===== src/hdl/ssrs_pkg.sv =====
// Types and constants of the sidelink sensing resource selector.
// Used by the entry cells, the top level and the checker; depends on nothing.
`default_nettype none

package ssrs_pkg;

  localparam int RSRP_OFFSET = 640;
  localparam int THRESH_STEP = 12;
  localparam int THRESH_MAX  = 1023;

  typedef enum logic [2:0] {
    ST_STORED   = 3'd0,
    ST_FULL     = 3'd1,
    ST_GRANT    = 3'd2,
    ST_FALLBACK = 3'd3,
    ST_BADWIN   = 3'd4
  } status_t;

  typedef enum logic [2:0] {
    CFG_T1     = 3'd0,
    CFG_T2     = 3'd1,
    CFG_PERIOD = 3'd2,
    CFG_SUBCH  = 3'd3,
    CFG_BASE   = 3'd4
  } cfg_index_t;

  typedef enum logic [4:0] {
    S_IDLE, S_SMATCH, S_SPLACE, S_PRUNE, S_RES, S_RES_WAIT, S_WRES, S_WRES_WAIT,
    S_HCLR, S_PK_CLR, S_PEAK, S_KM, S_KM_WR, S_PS_RD, S_PS_CHK, S_SEL,
    S_SEL_WAIT, S_SC_RD, S_SC_CHK, S_DONE
  } state_t;

  typedef struct packed {
    logic [31:0] slot;
    logic [9:0]  residue;
    logic [4:0]  sub;
    logic [9:0]  rsrp;
  } payload_t;

  typedef struct packed {
    logic     valid;
    payload_t pl;
  } entry_t;

  typedef struct packed {
    logic        shift;
    logic        prune;
    logic [31:0] now;
  } cell_ctrl_t;

endpackage

`default_nettype wire


===== src/hdl/ssrs_cell.sv =====
// One entry cell of the reservation ring: holds one sensed reservation.
// Takes its neighbor's entry on a shift and drops a stale entry on a prune.
`default_nettype none

module ssrs_cell
  import ssrs_pkg::*;
(
  input  wire        clk,
  input  wire        rst_n,
  input  cell_ctrl_t ctrl,
  input  entry_t     d,
  output entry_t     q
);

  logic     valid_r;
  payload_t pl_r;

  always_ff @(posedge clk) begin
    if (!rst_n) begin
      valid_r <= 1'b0;
    end else if (ctrl.shift) begin
      valid_r <= d.valid;
    end else if (ctrl.prune && valid_r && (pl_r.slot < ctrl.now)) begin
      valid_r <= 1'b0;
    end
  end

  always_ff @(posedge clk) begin
    if (ctrl.shift) begin
      pl_r <= d.pl;
    end
  end

  assign q = '{valid: valid_r, pl: pl_r};

endmodule

`default_nettype wire


===== config.mk =====
export PLATFORM = sky130hd
export DESIGN_NAME = ssrs_cell
export DESIGN_NICKNAME = d
export VERILOG_FILES = /design/src/hdl/ssrs_pkg.sv /design/src/hdl/ssrs_cell.sv
export SDC_FILE = /design/constraint.sdc
export NUM_CORES = 1
export LEC_CHECK = 0
export BUFFER_PORTS_ARGS = -buffer_cell sky130_fd_sc_hd__buf_2
export CAP_MARGIN = 20
export CORE_MARGIN = 2
export CORE_UTILIZATION = 47
export CTS_CLUSTER_SIZE = 12
export DETAILED_ROUTE_END_ITERATION = 6
export MAX_ROUTING_LAYER = met4
export PLACE_DENSITY = 0.86
export SYNTH_ARGS = -nofsm -noshare
export SYNTH_HDL_FRONTEND = slang
export SYNTH_SLANG_ARGS = --single-unit

===== constraint.sdc =====
create_clock -name clk -period 4.5 [get_ports clk]
set_input_delay 0.45 -clock clk [delete_from_list [all_inputs] [get_ports clk]]
set_output_delay 0.45 -clock clk [all_outputs]
set_load 0.005 [all_outputs]

Word level (Yosys, flattened, before mapping)
Cells that the tools add are included.

Input port bits: 94. Flip-flop bits (word level): 58. Logic and storage cells: 11. Output and inout bits: 58.

Multiplexer cells: 2. $lt $le $gt $ge: 1. Reduce and logical (&&, ||, !) cells: 3.

Operator list (count): $lt A32 B32 Y1 (1); $logic_and A1 B1 Y1 (2); $mux W1 (2); $reduce_bool A2 Y1 (1).

Logic depth before layout (Yosys ltp)
Depth in word-level cells: 4. Depth in mapped cells: 8. Depth with buffers taken out: 8.

Least setup slack after synthesis
No wires, ideal clock.

Path kind: input to register. From: input ctrl[30] (netlist name). To: register valid_r. Library setup time: 0.121 ns. Path buffers: 0. Stages on the path: 8. Arrival: 1.639 ns. Slack: 2.740 ns. Path through: inv_1 ha_1 nand4_2 nor3_1 a2111oi_1 a31oi_1 a31oi_1 o21ai_1.

Longest elaborated chain between the ends: 3.

RTL lines: start: declaration (line ssrs_cell.sv:10) `input cell_ctrl_t ctrl,`; $lt A32 B32 Y1 (line ssrs_cell.sv:23) `end else if (ctrl.prune && valid_r && (pl_r.slot < ctrl.now)) begin`; $logic_and A1 B1 Y1 (line ssrs_cell.sv:23); $reduce_bool A2 Y1 (no source line); end signal: assignment (line ssrs_cell.sv:22) `valid_r <= d.valid;`; end: declaration (line ssrs_cell.sv:15) `logic valid_r;`.

No other way between the ends. A chain may end at the register's enable or synchronous reset.

Worst setup path after layout
From: register pl_r (netlist bit q[55]). To: register valid_r.

Longest elaborated chain between the ends: 3.

RTL lines: start: declaration (line ssrs_cell.sv:16) `payload_t pl_r;`; start signal: assignment (line ssrs_cell.sv:30) `pl_r <= d.pl;`; $lt A32 B32 Y1 (line ssrs_cell.sv:23); $logic_and A1 B1 Y1 (line ssrs_cell.sv:23); $reduce_bool A2 Y1 (no source line).

No other way between the ends.

==> out/summary.txt <==
Outcome = completed
Area grow syn2layout = 42.2%
Clock Latency Late Sink = 0.32 ns
Synth Cell Area = 2550 um^2
RSZ-0062 raised after global routing = false
Clock transition at path regs = 0.06 ns
Slew @ Worst Pin = 0.715 ns
First-pass GRT wire length = 8950 um
PnR worst setup slack = 2.68 ns
Comb pwr share = 12.3%
Via count = 1935
Die area = 6030 um^2
# port buffers = 151
Commonest non-fill, non-tap cells in the layout = buf_2 (151), edfxtp_1 (57), inv_1 (31), ha_1 (31), a21oi_1 (14)
Total grt overflow = 0
GRT Total Usage = 20.4%
Crit-path max FO = 4
Post-Route WL = 5760 um
Critical R2R Launch = q[55]
Sequential fraction of the synthesis area = 67.9%
GPL Wtd Cong = 0.825
Remaining antenna violation count = 0
# fillers = 397
Post-cts sizing count = 0
Crit share post-route = 40.5%
HP Start = d[11]
1st-iter DRT viols = 44
Final min period = 1.82 ns
CP peak stage delay = 0.49 ns
CTS Sinks = 58
Commonest non-fill, non-tap cell in the layout = buf_2
Post-Syn Nets = 299
Routed wire per std cell = 14.0 um
Total CTS buffers = 9
Post-placement setup slack = 2.45 ns
IO Count = 152
Die width = 77.7 um
Cell Rows = 26
Psw = 0.295 mW
Post-route setup TNS = 0 ns
Layout cells sized above 1 = 49.9%
Router iterations before antenna repair = 4
Final setup vio count = 0
CTS tree = done
Largest net degree at the start of global routing = 35
Leak = 1.78 nW
Reg power frac = 47.4%
YS warnings = 0
HPWL Detailed = 4670 um
Critical Path Start = q[55]
Root Buffer = clkbuf_8
Hold Crit Class = primary input to flop
Post-CTS Setup Inserts = 0
Pins Over Slew Limit = 0
Post-Syn Instances = 174
Nets = 461
Crit start category = flop
Switch share = 21.2%
Final Util = 70.1%
Hold buffers post-CTS = 0
Deepest clock path buffer count = 2
Clock group share of total power = 40.3%
Slew HR = 52.3%
Slowest CP cell = nor4_1
# DRC = 0
Vias in the first global route = 2020
# Max-Cap Violations = 0
Synth Area per Inst = 14.7 um^2
Setup Skew = 0.00317 ns
CP Data Arrival Time = 2.08 ns
Starting density of the core = 49.3%
Core ar. = 5170 um^2
Die height = 77.7 um
PwrDens = 383 nW/um^2
Initial antenna violation count = 0
CP Cell Sequence = ha_1 -> nand4_2 -> nor4_1 -> o21a_1 -> a31oi_1 -> o21ai_1
Maximum clock frequency = 549 MHz
Critical path endpoint category = flop
CP Data Required Time = 4.76 ns
Final hold violation count = 0
H-Tree Depth = 3
Cell Int Power = 1.09 mW
Vias per inst = 4.71
Count of state elements after synthesis = 58
Worst setup path category = flop to flop
Netlist cell types = 24
Peak supply drop = 0.282 mV
Ant. Diodes = 0
Pwr Total = 1.39 mW
-- through the flow --
stage,hold WS (ns),cells,area [um^2]
detailed placement,0.525,395,3390
CTS,0.282,411,3630
floorplan,0.492,174,2550
global placement,0.517,395,3390
global route,0.277,411,3630
finish,0.298,411,3630
-- layer usage --
metal | track usage [%] | up-vias | wire, um
met3 | 6.40 | 8 | 463
met2 | 35.5 | 93 | 3050
met5 | - | - | 0
met1 | 21.8 | 872 | 2150
li1 | - | 962 | -
met4 | 7.14 | 0 | 91
-- final cells by class --
class | instances | area, um^2 | area share [%]
clock buffers | 10 | 128 | 3.52
well taps | 70 | 87.6 | 2.42
repair buffers | 152 | 763 | 21.0
inverters | 31 | 116 | 3.21
flip-flops and latches | 58 | 1730 | 47.8
clock inverters | 6 | 105 | 2.90
multi-input cells | 84 | 694 | 19.2
-- flip-flops by register name (all words and copies together) (netlist names) --
| register | flops |
|---|---|
| q | 57 |
| valid_r | 1 |
-- critical path, delay by kind of cell (launching register included) --
family          cells  cell delay [ns]
fa+ha+maj           1             0.35
simple gates        2             0.64
compound gates      3             0.39
flops               1             0.39
-- cell usage after synthesis (all sizes together) --
cell type / count / area share (%)
nand2: 7 / 1.0
nor4: 1 / 0.25
ha: 31 / 15
o21ai: 6 / 1.2
nand3b: 1 / 0.29
nand3: 3 / 0.59
a2111oi: 1 / 0.39
a21boi: 1 / 0.29
o21a: 2 / 0.59
nand2b: 2 / 0.59
nor3: 1 / 0.20
a211o: 1 / 0.34
dfxtp: 1 / 0.79
nand4: 7 / 2.2
inv: 31 / 4.6
a31oi: 3 / 0.74
nor2: 2 / 0.29
a21o: 1 / 0.29
a21oi: 14 / 2.7
buf: 1 / 0.29
edfxtp: 57 / 67
-- power by group through the flow --
stage / clock network, mW / registers, mW / logic [mW]
5_1_grt: 0.593 / 0.664 / 0.194
4_1_cts: 0.573 / 0.659 / 0.174
3_3_place_gp: 0 / 0.668 / 0.165
6_report: 0.560 / 0.659 / 0.171
3_5_place_dp: 0 / 0.670 / 0.174
2_1_floorplan: 0 / 0.675 / 0.0609
-- final timing paths --
check,end,slack (ns),cells past startpoint
setup / recovery,valid_r,2.68,6
hold / removal,q[11],0.30,1
setup reg to reg,valid_r,2.68,6
hold reg to reg,valid_r,0.53,2
-- kinds of logic (layout without fill, tap and decap cells) --
family	count (synthesis)	after routing	share of synthesized area [%]
AOI/OAI and AO/OA	29	29	6.58
DFF	58	58	67.9
buffers and inverters	32	199	4.86
adders and majority gates	31	31	15.2
and+or+nand+nor	24	24	5.45
Power figures use the tool's default switching activity.
