**config.mk**
```make
export PLATFORM = sky130hd
export DESIGN_NAME = ssrs_div
export DESIGN_NICKNAME = d
export VERILOG_FILES = /design/src/hdl/ssrs_div.sv
export SDC_FILE = /design/constraint.sdc
export NUM_CORES = 1
export LEC_CHECK = 0
export BUFFER_PORTS_ARGS = -buffer_cell sky130_fd_sc_hd__buf_4
export CORE_ASPECT_RATIO = 0.75
export CORE_MARGIN = 2
export CORE_UTILIZATION = 55
export CTS_CLUSTER_DIAMETER = 60
export DETAILED_ROUTE_END_ITERATION = 6
export GPL_ROUTABILITY_DRIVEN = 0
export PLACE_DENSITY = 0.79
export SLEW_MARGIN = 20
export SYNTH_ARGS = -nofsm -noshare
export SYNTH_HDL_FRONTEND = slang
export SYNTH_SLANG_ARGS = --single-unit
```
**constraint.sdc**
```tcl
create_clock -name clk -period 3.03 [get_ports clk]
set_input_delay 0.303 -clock clk [delete_from_list [all_inputs] [get_ports clk]]
set_output_delay 0.303 -clock clk [all_outputs]
set_load 0.02 [all_outputs]
```
**src/hdl/ssrs_div.sv**
```systemverilog
// Bit-serial remainder unit: 32-bit dividend, 13-bit nonzero divisor.
// One quotient bit per cycle; done pulses when the remainder is ready.
`default_nettype none

module ssrs_div (
  input  wire         clk,
  input  wire         rst_n,
  input  wire         start,
  input  wire  [31:0] dividend,
  input  wire  [12:0] divisor,
  output logic        done,
  output logic [12:0] rem
);

  logic        busy_r;
  logic        done_r;
  logic [4:0]  cnt_r;
  logic [31:0] quo_r;
  logic [12:0] rem_r;
  logic [12:0] dsr_r;
  logic [13:0] rem_sh;
  logic [13:0] rem_sub;

  assign rem_sh  = {rem_r, quo_r[31]};
  assign rem_sub = rem_sh - {1'b0, dsr_r};

  always_ff @(posedge clk) begin
    if (!rst_n) begin
      busy_r <= 1'b0;
      done_r <= 1'b0;
    end else begin
      done_r <= 1'b0;
      if (start) begin
        busy_r <= 1'b1;
      end else if (busy_r && (cnt_r == 5'd31)) begin
        busy_r <= 1'b0;
        done_r <= 1'b1;
      end
    end
  end

  always_ff @(posedge clk) begin
    if (start) begin
      cnt_r <= '0;
      quo_r <= dividend;
      rem_r <= '0;
      dsr_r <= divisor;
    end else if (busy_r) begin
      cnt_r <= cnt_r + 5'd1;
      quo_r <= {quo_r[30:0], 1'b0};
      if (rem_sh >= {1'b0, dsr_r}) begin
        rem_r <= rem_sub[12:0];
      end else begin
        rem_r <= rem_sh[12:0];
      end
    end
  end

  assign done = done_r;
  assign rem  = rem_r;

endmodule

`default_nettype wire

```
; ---- Word-level counts from Yosys, hierarchy flattened
; Cells that the tools add are included.
[op_classes]
eq_ne = 1
n_reduce_logical = 4
muxes = 6
n_bitwise = 1
magnitude_cmp = 1
addsub = 2
[op_table]
columns = cell, count
row1 = 32-bit two-way mux, 2
row2 = 14-bit by 13-bit >= comparator with 1-bit output, 1
row3 = 13-bit two-way mux, 1
row4 = 13-bit subtractor, 1
row5 = "5-bit by 1-bit adder with 5-bit output, second input constant", 1
row6 = "5-bit equality test, second input constant", 1
row7 = 2-bit nonzero test, 2
row8 = 1-bit two-way mux, 3
row9 = 2-bit OR reduction, 1
row10 = 1-bit logical AND, 1
row11 = 1-bit inverter, 1
[totals]
inputBits = 48
reg_bits = 65

; ---- Longest topological paths before layout
; Gate-level depths: netlist of run 1.
[depth]
ltp_word = 4
mapped_depth = 10
depth_no_buf = 9

; ---- Worst setup path before layout of run 1
; No wires, ideal clock.
[synth_timing]
path_type = reg-to-reg
startpoint = reg rem_r[0], in the netlist rem[0]
endpoint = reg rem_r[8], in the netlist rem[8]
t_arrival_ps = 2202
slack_ps = 737
required_ps = 2939
path_stages_with_launch = 10
period_less_slack_ps = 2293
setup_time_ps = 91
cell_sequence = dfxtp_1 -> inv_1 -> fa_1 -> nor2b_1 -> o21bai_1 -> a31oi_2 -> o21a_1 -> buf_2 -> o211ai_1 -> a311oi_1
[synth_via]
elab_chain_cells = 2
elab_cells_between_ends = 3
cone_classes = add/sub: 1 / order compare: 1 / mux: 1
[synth_rtl]
columns = element, line
row1 = from (decl), 19  ; logic [12:0] rem_r;
row2 = from (signal assigned), 52  ; rem_r <= rem_sub[12:0];
row3 = from (signal assigned), 54  ; rem_r <= rem_sh[12:0];
row4 = 13-bit subtractor / 14-bit by 13-bit >= comparator with 1-bit output (equally long branches), "25, 51"
row5 = 13-bit two-way mux *, 51  ; if (rem_sh >= {1'b0, dsr_r}) begin
; Every way passes the cells marked *; elsewhere a longest branch is shown, timed or not.
; A chain may end at the register's enable or synchronous reset.

; ---- Worst setup path in the final report of run 1
[layout_timing]
startpoint = reg quo_r[31]
endpoint = reg rem_r[8], in the netlist rem[8]
[layout_via]
elab_chain_cells = 2
elab_cells_between_ends = 3
cone_classes = add/sub: 1 / order compare: 1 / mux: 1
[layout_rtl]
columns = element, line
row1 = from (decl), 18  ; logic [31:0] quo_r;
row2 = from (signal assigned), 45  ; quo_r <= dividend;
row3 = from (signal assigned), 50  ; quo_r <= {quo_r[30:0], 1'b0};
row4 = 13-bit subtractor / 14-bit by 13-bit >= comparator with 1-bit output (equally long branches), "25, 51"
row5 = 13-bit two-way mux *, 51
; Marked as above.

==> metrics.yaml, run 1 <==
pwr:
  p_int_mw: 1.715
  combPwrFrac_pct: 19.1
  power_density_nw_per_um2: 575.8
  switching_share_pct: 26.16
  totalPowerFinal_mw: 2.323
  ir_worst_vdd_uv: 366.8
  pwr-share-seq_pct: 46.5
  pwr-share-clk_pct: 34.4
  p_sw_mw: 0.6076
  p_leak_nw: 1.672
cells_and_area:
  nets: 410
  utilization_pct: 69.60
  final_common_cell: "buf_4"
  diodes: 0
  mostFrequentLayoutCells: "63 x buf_4, 45 x edfxtp_1, 31 x mux2_2"
  area_delta_synth_final_pct: 22.26
  drive_gt1_share_pct: 33.05
routing:
  wl_per_cell_um: 15.23
  vias: 2394
  drc: 0
  detail_route.first_pass.iterations: 4
  routed_via_density: 5.580
  wl_met2_mm: 2.929
  wl_met1_mm: 3.102
  drt_iter0_drc: 174
  totalWireLength_mm: 6.533
  drtAntennaViolNets: 0
  highest_layer: "met4"
  wl_met3_um: 446
logic_synthesis:
  synth_flop_cell: "edfxtp_1"
  synth.net_count: 349
  synth_edf_count: 45
  synth-compound-area-share_pct: 12.17
  async_flop_share_pct: 0
  muxShareOfSynthArea_pct: 11.49
  synth_top_family_by_area: "compound AO/OA/AOI/OAI gates"
  syn_area_um2: 3299
  yosys.area_share.simple_pct: 10.58
  synthAdderAreaFrac_pct: 6.295
  ys_ff_latch: 65
  ys_warn_count: 0
  synth_xor_area_share_pct: 2.655
  netlist_instances: 285
  ys_seq_area_share_pct: 53.09
  synth_area_per_cell_um2: 11.58
  netlist-cell-type-count: 46
critical_path:
  critPathTopFamily: "compound AO/OA/AOI/OAI gates"
  end_kind: "flip-flop"
  max_stage_delay_ns: 0.44
  cp_slowest_cell: "o21a_1"
  path_class: "reg -> reg"
  reg2reg_setup_slack_ns: 0.48
  critPathMaxFanout: 11
  cp_cell_sequence: "inv_1, ha_1, fa_1, nor2b_1, o21bai_1, a31oi_2, o21a_1, o211ai_1, a311oi_1"
  critPathBufInv: 1
  worstPathArrival_ns: 2.80
  start_kind: "flip-flop"
  cp.required_ns: 3.28
global_routing:
  grt_pass1_vias: 2367
  grtUsageTotal_pct: 21.46
  grt_pass1_wl_mm: 11.10
  grt_overflow: 0
  grt_max_degree: 64
  antenna_found_initial: 0
timing:
  slew_viol_final: 0
  worst_pin_slew_ns: 0.9088
  holdWs_ns: 0.1382
  setup_ws_ns: 0.4824
  fin_crit_ns: 2.548
  rsz0062_at_grt: "false"
  fmax_ghz: 0.3925
  skew_ns: 0.004530
  finalSetupTns_ns: 0
  slew_headroom_pct: 39.19
  period_share_pct: 84.08
  final_hold_viol_count: 0
  setup_violations: 0
run_status:
  run_status: "complete, no violations"
die:
  die_area_um2: 6641
  chipWidth_um: 93.44
  fp.coreArea_um2: 5796
  die_y_um: 71.08
  rows: 24
  ios: 62
  start_util_pct: 56.93
clock_tree:
  htreeDepth: 3
  post_cts_buffers: 0
  cts_resized: 0
  holdBufCountCts: 0
  clk_pin_slew_ns: 0.07
  root_buffer: "clkbuf_8"
  cts.path.max_buffers: 2
  cts_tree: "done"
  insertion_delay_ns: 0.34
  cts_inserted_buffers: 9
  clkSinkCount: 65
placement:
  dp_hpwl_mm: 4.594
  post-place-ws_ns: 0.5144
  io_buffers: 61
worst_hold_path:
  hold_path_class: "in -> reg"
run:
  drv_cap: 0
power by group through the flow:
stage | Clock [mW] | Sequential (mW) | Combinational (mW)
after detailed placement | 0 | 1.10 | 0.440
after CTS | 0.815 | 1.08 | 0.442
after global placement | 0 | 1.10 | 0.429
after floorplan | 0 | 1.11 | 0.290
final | 0.799 | 1.08 | 0.444
after global routing | 0.849 | 1.09 | 0.488
layer usage:
metal	vias to the layer above	global-route usage [%]
met1	1113	30.80
met4	0	5.229
met3	10	6.603
met5	-	0
li1	1185	-
met2	86	32.13
path summary, 6_finish.rpt:
kind | from | endpoint | depth (start not counted)
worst max-delay path | quo_r[31]$_DFFE_PP_ | rem[8]$_SDFFE_PP0P_ | 9
worst min-delay path | divisor[7] | dsr_r[7]$_DFFE_PP_ | 1
worst min register to register | cnt_r[4]$_SDFFE_PP0P_ | cnt_r[4]$_SDFFE_PP0P_ | 2
worst max register to register | quo_r[31]$_DFFE_PP_ | rem[8]$_SDFFE_PP0P_ | 9
state kept, by name, summed over array words and instances, names as in the netlist:
name    cells
busy_r      1
cnt_r       5
done        1
dsr_r      13
quo_r      32
rem        13
cell families after synthesis:
logic type | Yosys count
muxes | 34
and+or+nand+nor | 72
adders and majority gates | 16
AOI/OAI and AO/OA | 57
DFF | 65
xor gates and xnor gates | 10
buffers and inverters | 31
final cells by class:
class | instances | area (um2)
clock buffer | 9 | 123.9
clock inverter | 7 | 95.09
fill | 442 | 1762
inverter | 18 | 67.56
multi-input combinational | 189 | 1425
sequential | 65 | 1752
tap | 78 | 97.59
timing repair buffer | 63 | 473.0
synth_stat cells, drive strengths merged (7+ instances only):
master	count	share of area (%)
nand3	12	1.8
ha	15	5.7
nand2	12	1.4
buf	8	1.1
edfxtp	45	41
o21ai	14	2.4
xnor2	7	1.9
a21oi	11	2.0
dfxtp	20	12
a311oi	8	2.1
nor2	24	2.7
inv	17	1.9
mux2	31	11
metrics by stage:
step	instances	instance area [um2]
2_1_floorplan	285	3299
3_3_place_gp	413	3815
3_5_place_dp	413	3815
4_1_cts	429	4034
5_1_grt	429	4034
6_report	429	4034
No activity file was read; power rests on OpenSTA's default activity.
==> run 2: changes to the inputs <==
- ABC_AREA: default -> 1
- CORE_UTILIZATION: 55 -> 51
- PLACE_DENSITY: 0.79 -> 0.77
- clock period: 3.03 -> 2.25 ns (I/O delays scaled with it)
==> run 2 against run 1 <==
- synthesized cell count rose by 58%
- global-route usage is 0.65 points higher
- critical path depth increased by 1
- cell count up 41%
- synthesized area grew 7.7%
- register-to-register slack worse by 0.25 ns
- critical endpoint is now rem[12]$_SDFFE_PP0P_
- largest cell class unchanged
==> metrics.yaml, run 2 <==
clock_tree:
  post_cts_buffers: 0  # unchanged
  clkSinkCount: 65  # unchanged
  clk_pin_slew_ns: 0.08  # was 0.07 ns
  cts_tree: "done"  # unchanged
  cts_inserted_buffers: 9  # unchanged
  holdBufCountCts: 0  # unchanged
  cts_resized: 0  # unchanged
  insertion_delay_ns: 0.35  # was 0.34 ns
  cts.path.max_buffers: 2  # unchanged
  root_buffer: "clkbuf_8"  # unchanged
  htreeDepth: 3  # unchanged
critical_path:
  cp_cell_sequence: "ha_1, fa_1, inv_1, nand2_1, nand3_2, nand2_2, nand3_2, nand3_1, nand3_1, nand2_1"  # was inv_1, ha_1, fa_1, nor2b_1, o21bai_1, a31oi_2, o21a_1, o211ai_1, a311oi_1
  path_class: "reg -> reg"  # unchanged
  start_kind: "flip-flop"  # unchanged
  critPathMaxFanout: 14  # was 11
  cp_slowest_cell: "fa_1"  # was o21a_1
  cp.required_ns: 2.50  # was 3.28 ns
  critPathTopFamily: "simple AND/OR/NAND/NOR gates"  # was compound AO/OA/AOI/OAI gates
  end_kind: "flip-flop"  # unchanged
  max_stage_delay_ns: 0.42  # was 0.44 ns
  critPathBufInv: 1  # unchanged
  worstPathArrival_ns: 2.26  # was 2.80 ns
logic_synthesis:
  synth_top_family_by_area: "simple AND/OR/NAND/NOR gates"  # was compound AO/OA/AOI/OAI gates
  synth_most_common_cell: "nand2_1"  # was edfxtp_1
  ys_seq_area_share_pct: 49.30  # was 53.09%
  synth_area_per_cell_um2: 7.914  # was 11.58 um2
  synth_flop_cell: "edfxtp_1"  # unchanged
  ys_warn_count: 0  # unchanged
  netlist_instances: 449  # was 285
  yosys.area_share.simple_pct: 31.65  # was 10.58%
  syn_area_um2: 3553  # was 3299 um2
  synth_common_cells: "196 x nand2_1, 66 x inv_1, 45 x edfxtp_1, 25 x nand3_1, 20 x dfxtp_1"  # was 45 x edfxtp_1, 31 x mux2_2, 24 x nor2_1, 20 x dfxtp_1, 17 x inv_1
  yosysTopAreaCellShare_pct: 38.03  # was 40.96%
  async_flop_share_pct: 0  # unchanged
  synth_edf_count: 45  # unchanged
  synth_area_leaders: "edfxtp_1 38%, nand2_1 21%, dfxtp_1 11%, inv_1 7.0%, ha_1 5.3%"  # was edfxtp_1 41%, dfxtp_1 12%, mux2_2 11%, ha_1 5.7%, nor2_1 2.7%
  yosysTopAreaCell: "edfxtp_1"  # unchanged
  synth_xor_area_share_pct: 1.479  # was 2.655%
  synthAdderAreaFrac_pct: 5.845  # was 6.295%
  synth.net_count: 513  # was 349
  ys_ff_latch: 65  # unchanged
  muxShareOfSynthArea_pct: 0  # was 11.49%
  netlist-cell-type-count: 27  # was 46
  synth-compound-area-share_pct: 2.324  # was 12.17%
cells_and_area:
  largest_register: "quo_r"  # unchanged
  drive_gt1_share_pct: 19.96  # was 33.05%
  multi_input_area_um2: 1470  # was 1425 um2
  diodes: 0  # unchanged
  final_common_cell: "nand2_1"  # was buf_4
  num-fill-cells: 590  # was 442
  ff_latch_area_um2: 1752  # unchanged
  nets: 580  # was 410
  largest_reg_flops: 32  # unchanged
  fin_area_um2: 4315  # was 4034 um2
  area_delta_synth_final_pct: 21.44  # was 22.26%
  mostFrequentLayoutCells: "196 x nand2_1, 69 x buf_4, 66 x inv_1"  # was 63 x buf_4, 45 x edfxtp_1, 31 x mux2_2
pwr:
  p_leak_nw: 2.254  # was 1.672 nW
  ir_worst_vdd_uv: 321.3  # was 366.8 uV
  power_density_nw_per_um2: 637.7  # was 575.8 nW/um2
routing:
  drc: 0  # unchanged
  detail_route.first_pass.iterations: 5  # was 4
  drtAntennaViolNets: 0  # unchanged
  vias: 3020  # was 2394
  drt_iter0_drc: 243  # was 174
  routed_via_density: 4.992  # was 5.580
  wl_per_cell_um: 12.83  # was 15.23 um
  totalWireLength_mm: 7.761  # was 6.533 mm
global_routing:
  grt_pass1_vias: 2941  # was 2367
  antenna_found_initial: 0  # unchanged
  grt_overflow: 0  # unchanged
  grt_pass1_wl_mm: 13.30  # was 11.10 mm
  grt_max_degree: 35  # was 64
  grtUsageTotal_pct: 22.11  # was 21.46%
die:
  chipWidth_um: 100.4  # was 93.44 um
  start_util_pct: 52.51  # was 56.93%
  rows: 26  # was 24
  ios: 62  # unchanged
  die_y_um: 76.29  # was 71.08 um
  die_area_um2: 7658  # was 6641 um2
  fp.coreArea_um2: 6766  # was 5796 um2
timing:
  fmax_ghz: 0.4961  # was 0.3925 GHz
  setup_violations: 0  # unchanged
  finalSetupTns_ns: 0  # unchanged
  final_hold_viol_count: 0  # unchanged
  slew_viol_final: 0  # unchanged
  fin_crit_ns: 2.016  # was 2.548 ns
  period_share_pct: 89.59  # was 84.08%
  slew_headroom_pct: 50.42  # was 39.19%
  skew_ns: 0.007356  # was 0.004530 ns
  worst_pin_slew_ns: 0.7428  # was 0.9088 ns
  rsz0062_at_grt: "false"  # unchanged
placement:
  dp_hpwl_mm: 5.526  # was 4.594 mm
  placed_area_um2: 4113  # was 3815 um2
  io_buffers: 61  # unchanged
run_status:
  run_status: "complete, no violations"  # unchanged
worst_hold_path:
  hold_path_class: "in -> reg"  # unchanged
run:
  drv_cap: 0  # unchanged
run 2: cell types whose count changed after synthesis, sizes merged, moves of 8 or more:
cell | previous run | this run
a311oi | 8 | 0
inv | 17 | 71
mux2 | 31 | 0
nand2 | 12 | 199
nand3 | 12 | 31
nand4 | 3 | 17
nor2 | 24 | 15
o21ai | 14 | 3
run 2: final timing paths:
check             slack, ns           startpoint                   end  cells after the start
setup / recovery       0.23   dsr_r[0]$_DFFE_PP_  rem[12]$_SDFFE_PP0P_                     10
hold / removal         0.05          divisor[11]   dsr_r[11]$_DFFE_PP_                      1
setup reg to reg       0.23   dsr_r[0]$_DFFE_PP_  rem[12]$_SDFFE_PP0P_                     10
hold reg to reg        0.49  rem[6]$_SDFFE_PP0P_   rem[6]$_SDFFE_PP0P_                      2
run 2: area by class of cell:
cell class | count | area share (%)
multi-input combinational | 299 | 34.07
tap | 84 | 2.435
timing repair buffer | 69 | 12.00
inverter | 72 | 6.263
clock inverter | 7 | 1.769
clock buffer | 9 | 2.870
sequential | 65 | 40.59
run 2: worst register-to-register path, stage by stage (launching register included):
cell,delay [ns]
edfxtp_1,0.38
ha_1,0.23
fa_1,0.42
inv_1,0.12
nand2_1,0.07
nand3_2,0.09
nand2_2,0.06
nand3_2,0.27
nand3_1,0.12
nand3_1,0.09
nand2_1,0.05
run 2: cell families after synthesis:
| logic type | count (synthesis) |
|---|---|
| compound gates | 12 |
| xor+xnor | 6 |
| fa+ha+maj | 16 |
| buf+inv | 85 |
| flops | 65 |
| simple gates | 265 |
run 2: routing by layer:
metal | global-route usage [%] | routed length (um) | up-vias
li1 | - | - | 1551
met1 | 30.62 | 3726 | 1348
met2 | 32.35 | 3328 | 106
met3 | 6.972 | 590 | 15
met4 | 8.630 | 116 | 0
met5 | 0 | 0 | -
run 2: power by group:
group / total [mW] / switching, mW / internal (mW)
Clock: 1.02 / 0.498 / 0.519
Combinational: 0.327 / 0.191 / 0.136
Sequential: 1.41 / 0.0291 / 1.38
Total: 2.75 / 0.718 / 2.03
run 2: stage by stage:
stage               total power [mW]  worst slack (ns)  instances  utilization (%)  hold slack (ns)
CTS                            2.770            0.2454        605            63.74          0.03468
finish                         2.752            0.2342        605            63.78          0.04758
global route                   2.877           0.08351        605            63.78          0.02924
detailed placement             1.759            0.2633        589            60.78           0.4044
global placement               1.747            0.3596        589            60.78           0.4029
floorplan                      1.625            0.4236        449                -           0.3239
==> run 3: changes to the inputs <==
- CORE_UTILIZATION: 51 -> 55
- PLACE_DENSITY: 0.77 -> 0.79
- clock period: 2.25 -> 2.55 ns (I/O delays scaled with it)
==> run 3 against run 2 <==
- cell area decreased by 0.46%
- critical path type unchanged
- flip-flop and latch count stayed put
- sequential share of layout area up 0.19 points
- critical path depth is the same
- highest routed layer unchanged
- clock-buffer cell count up 2
- clock skew rose by 0.0011 ns
- fmax down 9.4%
- routed wire length rose by 1.1%
- hold slack gained 0.045 ns
==> metrics.yaml, run 3 (synthesis results as in run 2) <==
run_status:
  run_status: "complete, no violations"  # unchanged
routing:
  vias: 3064  # was 3020
  routed_via_density: 5.107  # was 4.992
  drc: 0  # unchanged
  totalWireLength_mm: 7.844  # was 7.761 mm
  drt_iter0_drc: 250  # was 243
  drtAntennaViolNets: 0  # unchanged
  wl_per_cell_um: 13.07  # was 12.83 um
  detail_route.first_pass.iterations: 5  # unchanged
critical_path:
  critPathMaxFanout: 14  # unchanged
  critPathTopFamily: "simple AND/OR/NAND/NOR gates"  # unchanged
  reg2regPathDepth: 10  # unchanged
  critPathBufInv: 0  # was 1
  cp.required_ns: 2.83  # was 2.50 ns
  rr_startpoint: "rem[2]$_SDFFE_PP0P_"  # was dsr_r[0]$_DFFE_PP_
  path_class: "reg -> reg"  # unchanged
  reg2reg_setup_slack_ns: 0.33  # was 0.23 ns
  start_kind: "flip-flop"  # unchanged
  timing.rr.end: "rem[6]$_SDFFE_PP0P_"  # was rem[12]$_SDFFE_PP0P_
  worstPathArrival_ns: 2.50  # was 2.26 ns
  cp_slowest_cell: "dfxtp_1"  # was fa_1
  end_kind: "flip-flop"  # unchanged
  path_common_cell: "nand2_1"
  max_stage_delay_ns: 0.44  # was 0.42 ns
  cp_cell_sequence: "ha_1, nand2_1, nand2_1, nand2_1, nand3_2, nand2_2, nand3_2, nand2_1, nand3_1, nand2_1"  # was ha_1, fa_1, inv_1, nand2_1, nand3_2, nand2_2, nand3_2, nand3_1, nand3_1, nand2_1
clock_tree:
  post_cts_buffers: 0  # unchanged
  cts.path.max_buffers: 2  # unchanged
  htreeDepth: 3  # unchanged
  clkSinkCount: 65  # unchanged
  insertion_delay_ns: 0.34  # was 0.35 ns
  cts_resized: 0  # unchanged
  root_buffer: "clkbuf_8"  # unchanged
  cts_tree: "done"  # unchanged
  holdBufCountCts: 0  # unchanged
  cts_inserted_buffers: 9  # unchanged
  clk_pin_slew_ns: 0.07  # was 0.08 ns
worst_hold_path:
  min_from: "divisor[0]"  # was divisor[11]
  worstHoldEndpoint: "dsr_r[0]$_DFFE_PP_"  # was dsr_r[11]$_DFFE_PP_
  min_path_cells: 1  # unchanged
  hold_path_class: "in -> reg"  # unchanged
global_routing:
  grt_max_degree: 34  # was 35
  met2_usage_pct: 38.73  # was 32.35%
  antenna_found_initial: 0  # unchanged
  use_met3_pct: 6.185  # was 6.972%
  met1_usage_pct: 32.50  # was 30.62%
  grt-busiest-layer: "met2"  # unchanged
  grt_overflow: 0  # unchanged
  grt_pass1_wl_mm: 13.61  # was 13.30 mm
  grtUsageTotal_pct: 24.14  # was 22.11%
  grt_pass1_vias: 3001  # was 2941
timing:
  worst_pin_slew_ns: 0.4171  # was 0.7428 ns
  period_share_pct: 87.23  # was 89.59%
  slew_headroom_pct: 72.17  # was 50.42%
  fin_crit_ns: 2.224  # was 2.016 ns
  rsz0062_at_grt: "false"  # unchanged
  skew_ns: 0.008431  # was 0.007356 ns
  finalSetupTns_ns: 0  # unchanged
  fmax_ghz: 0.4496  # was 0.4961 GHz
  slew_viol_final: 0  # unchanged
  final_hold_viol_count: 0  # unchanged
  setup_violations: 0  # unchanged
  holdWs_ns: 0.09217  # was 0.04758 ns
placement:
  io_buffers: 61  # unchanged
  dp_hpwl_mm: 5.574  # was 5.526 mm
die:
  start_util_pct: 56.52  # was 52.51%
  fp.coreArea_um2: 6287  # was 6766 um2
  die_area_um2: 7127  # was 7658 um2
  rows: 25  # was 26
  ios: 62  # unchanged
  chipWidth_um: 96.82  # was 100.4 um
  die_y_um: 73.61  # was 76.29 um
cells_and_area:
  largest_register: "quo_r"  # unchanged
  mostFrequentLayoutCells: "196 x nand2_1, 66 x inv_1, 66 x buf_4"  # was 196 x nand2_1, 69 x buf_4, 66 x inv_1
  area_delta_synth_final_pct: 20.88  # was 21.44%
  drive_gt1_share_pct: 19.08  # was 19.96%
  final_common_cell: "nand2_1"  # unchanged
  largest_reg_flops: 32  # unchanged
  nets: 578  # was 580
  diodes: 0  # unchanged
pwr:
  ir_worst_vdd_uv: 347.2  # was 321.3 uV
  p_leak_nw: 2.252  # was 2.254 nW
  power_density_nw_per_um2: 554.4  # was 637.7 nW/um2
run:
  drv_cap: 0  # unchanged
## run 3: cell types whose count changed in the layout (fill, tap and decap cells not counted), sizes merged
cell,delta
clkinvlp,-2
inv,-2
clkinv,+2
buf,-2
clkbuf,+2
## run 3: area by class of cell
cell class / count / area [um2]
clock buffer: 11 / 131.4
clock inverter: 5 / 57.56
fill: 513 / 1992
inverter: 72 / 270.3
multi-input combinational: 299 / 1468
sequential: 65 / 1752
tap: 81 / 101.3
timing repair buffer: 67 / 515.5
## run 3: how the worst max path moves through the flow
stage                              from                    to  depth (start not counted)  slack (ns)
global route         dsr_r[6]$_DFFE_PP_  rem[12]$_SDFFE_PP0P_                         11        0.21
detailed placement  quo_r[31]$_DFFE_PP_   rem[6]$_SDFFE_PP0P_                         11        0.41
global placement    quo_r[31]$_DFFE_PP_   rem[7]$_SDFFE_PP0P_                         11        0.51
floorplan           rem[0]$_SDFFE_PP0P_  rem[10]$_SDFFE_PP0P_                         11        0.72
finish              rem[2]$_SDFFE_PP0P_   rem[6]$_SDFFE_PP0P_                         10        0.33
CTS                  dsr_r[0]$_DFFE_PP_   rem[6]$_SDFFE_PP0P_                         10        0.39
## run 3: worst register-to-register path, stage by stage (launching register included)
cell	delay [ns]
dfxtp_1	0.44
ha_1	0.35
nand2_1	0.13
nand2_1	0.06
nand2_1	0.11
nand3_2	0.12
nand2_2	0.26
nand3_2	0.36
nand2_1	0.18
nand3_1	0.09
nand2_1	0.07
## run 3: per-layer routing
metal  wire length (um)  vias to the layer above
met1               3529                     1356
li1                   -                     1549
met2               3530                      147
met4                107                        0
met3                677                       12
met5                  0                        -
## run 3: stage by stage
stage | area, um2 | power (mW) | cells | setup slack [ns] | utilization [%]
after floorplan | 3553 | 1.433 | 449 | 0.7236 | -
after global placement | 4106 | 1.545 | 584 | 0.5079 | 65.31
after detailed placement | 4106 | 1.555 | 584 | 0.4050 | 65.31
after CTS | 4295 | 2.404 | 600 | 0.3940 | 68.32
after global routing | 4295 | 2.498 | 600 | 0.2090 | 68.32
final | 4295 | 2.382 | 600 | 0.3256 | 68.32
## run 3: power by group
part | internal [mW] | total, mW | switching (mW) | leakage, nW
combinational | 0.123 | 0.292 | 0.169 | 1.54
clock | 0.452 | 0.846 | 0.394 | 0.0973
sequential | 1.22 | 1.24 | 0.0261 | 0.618
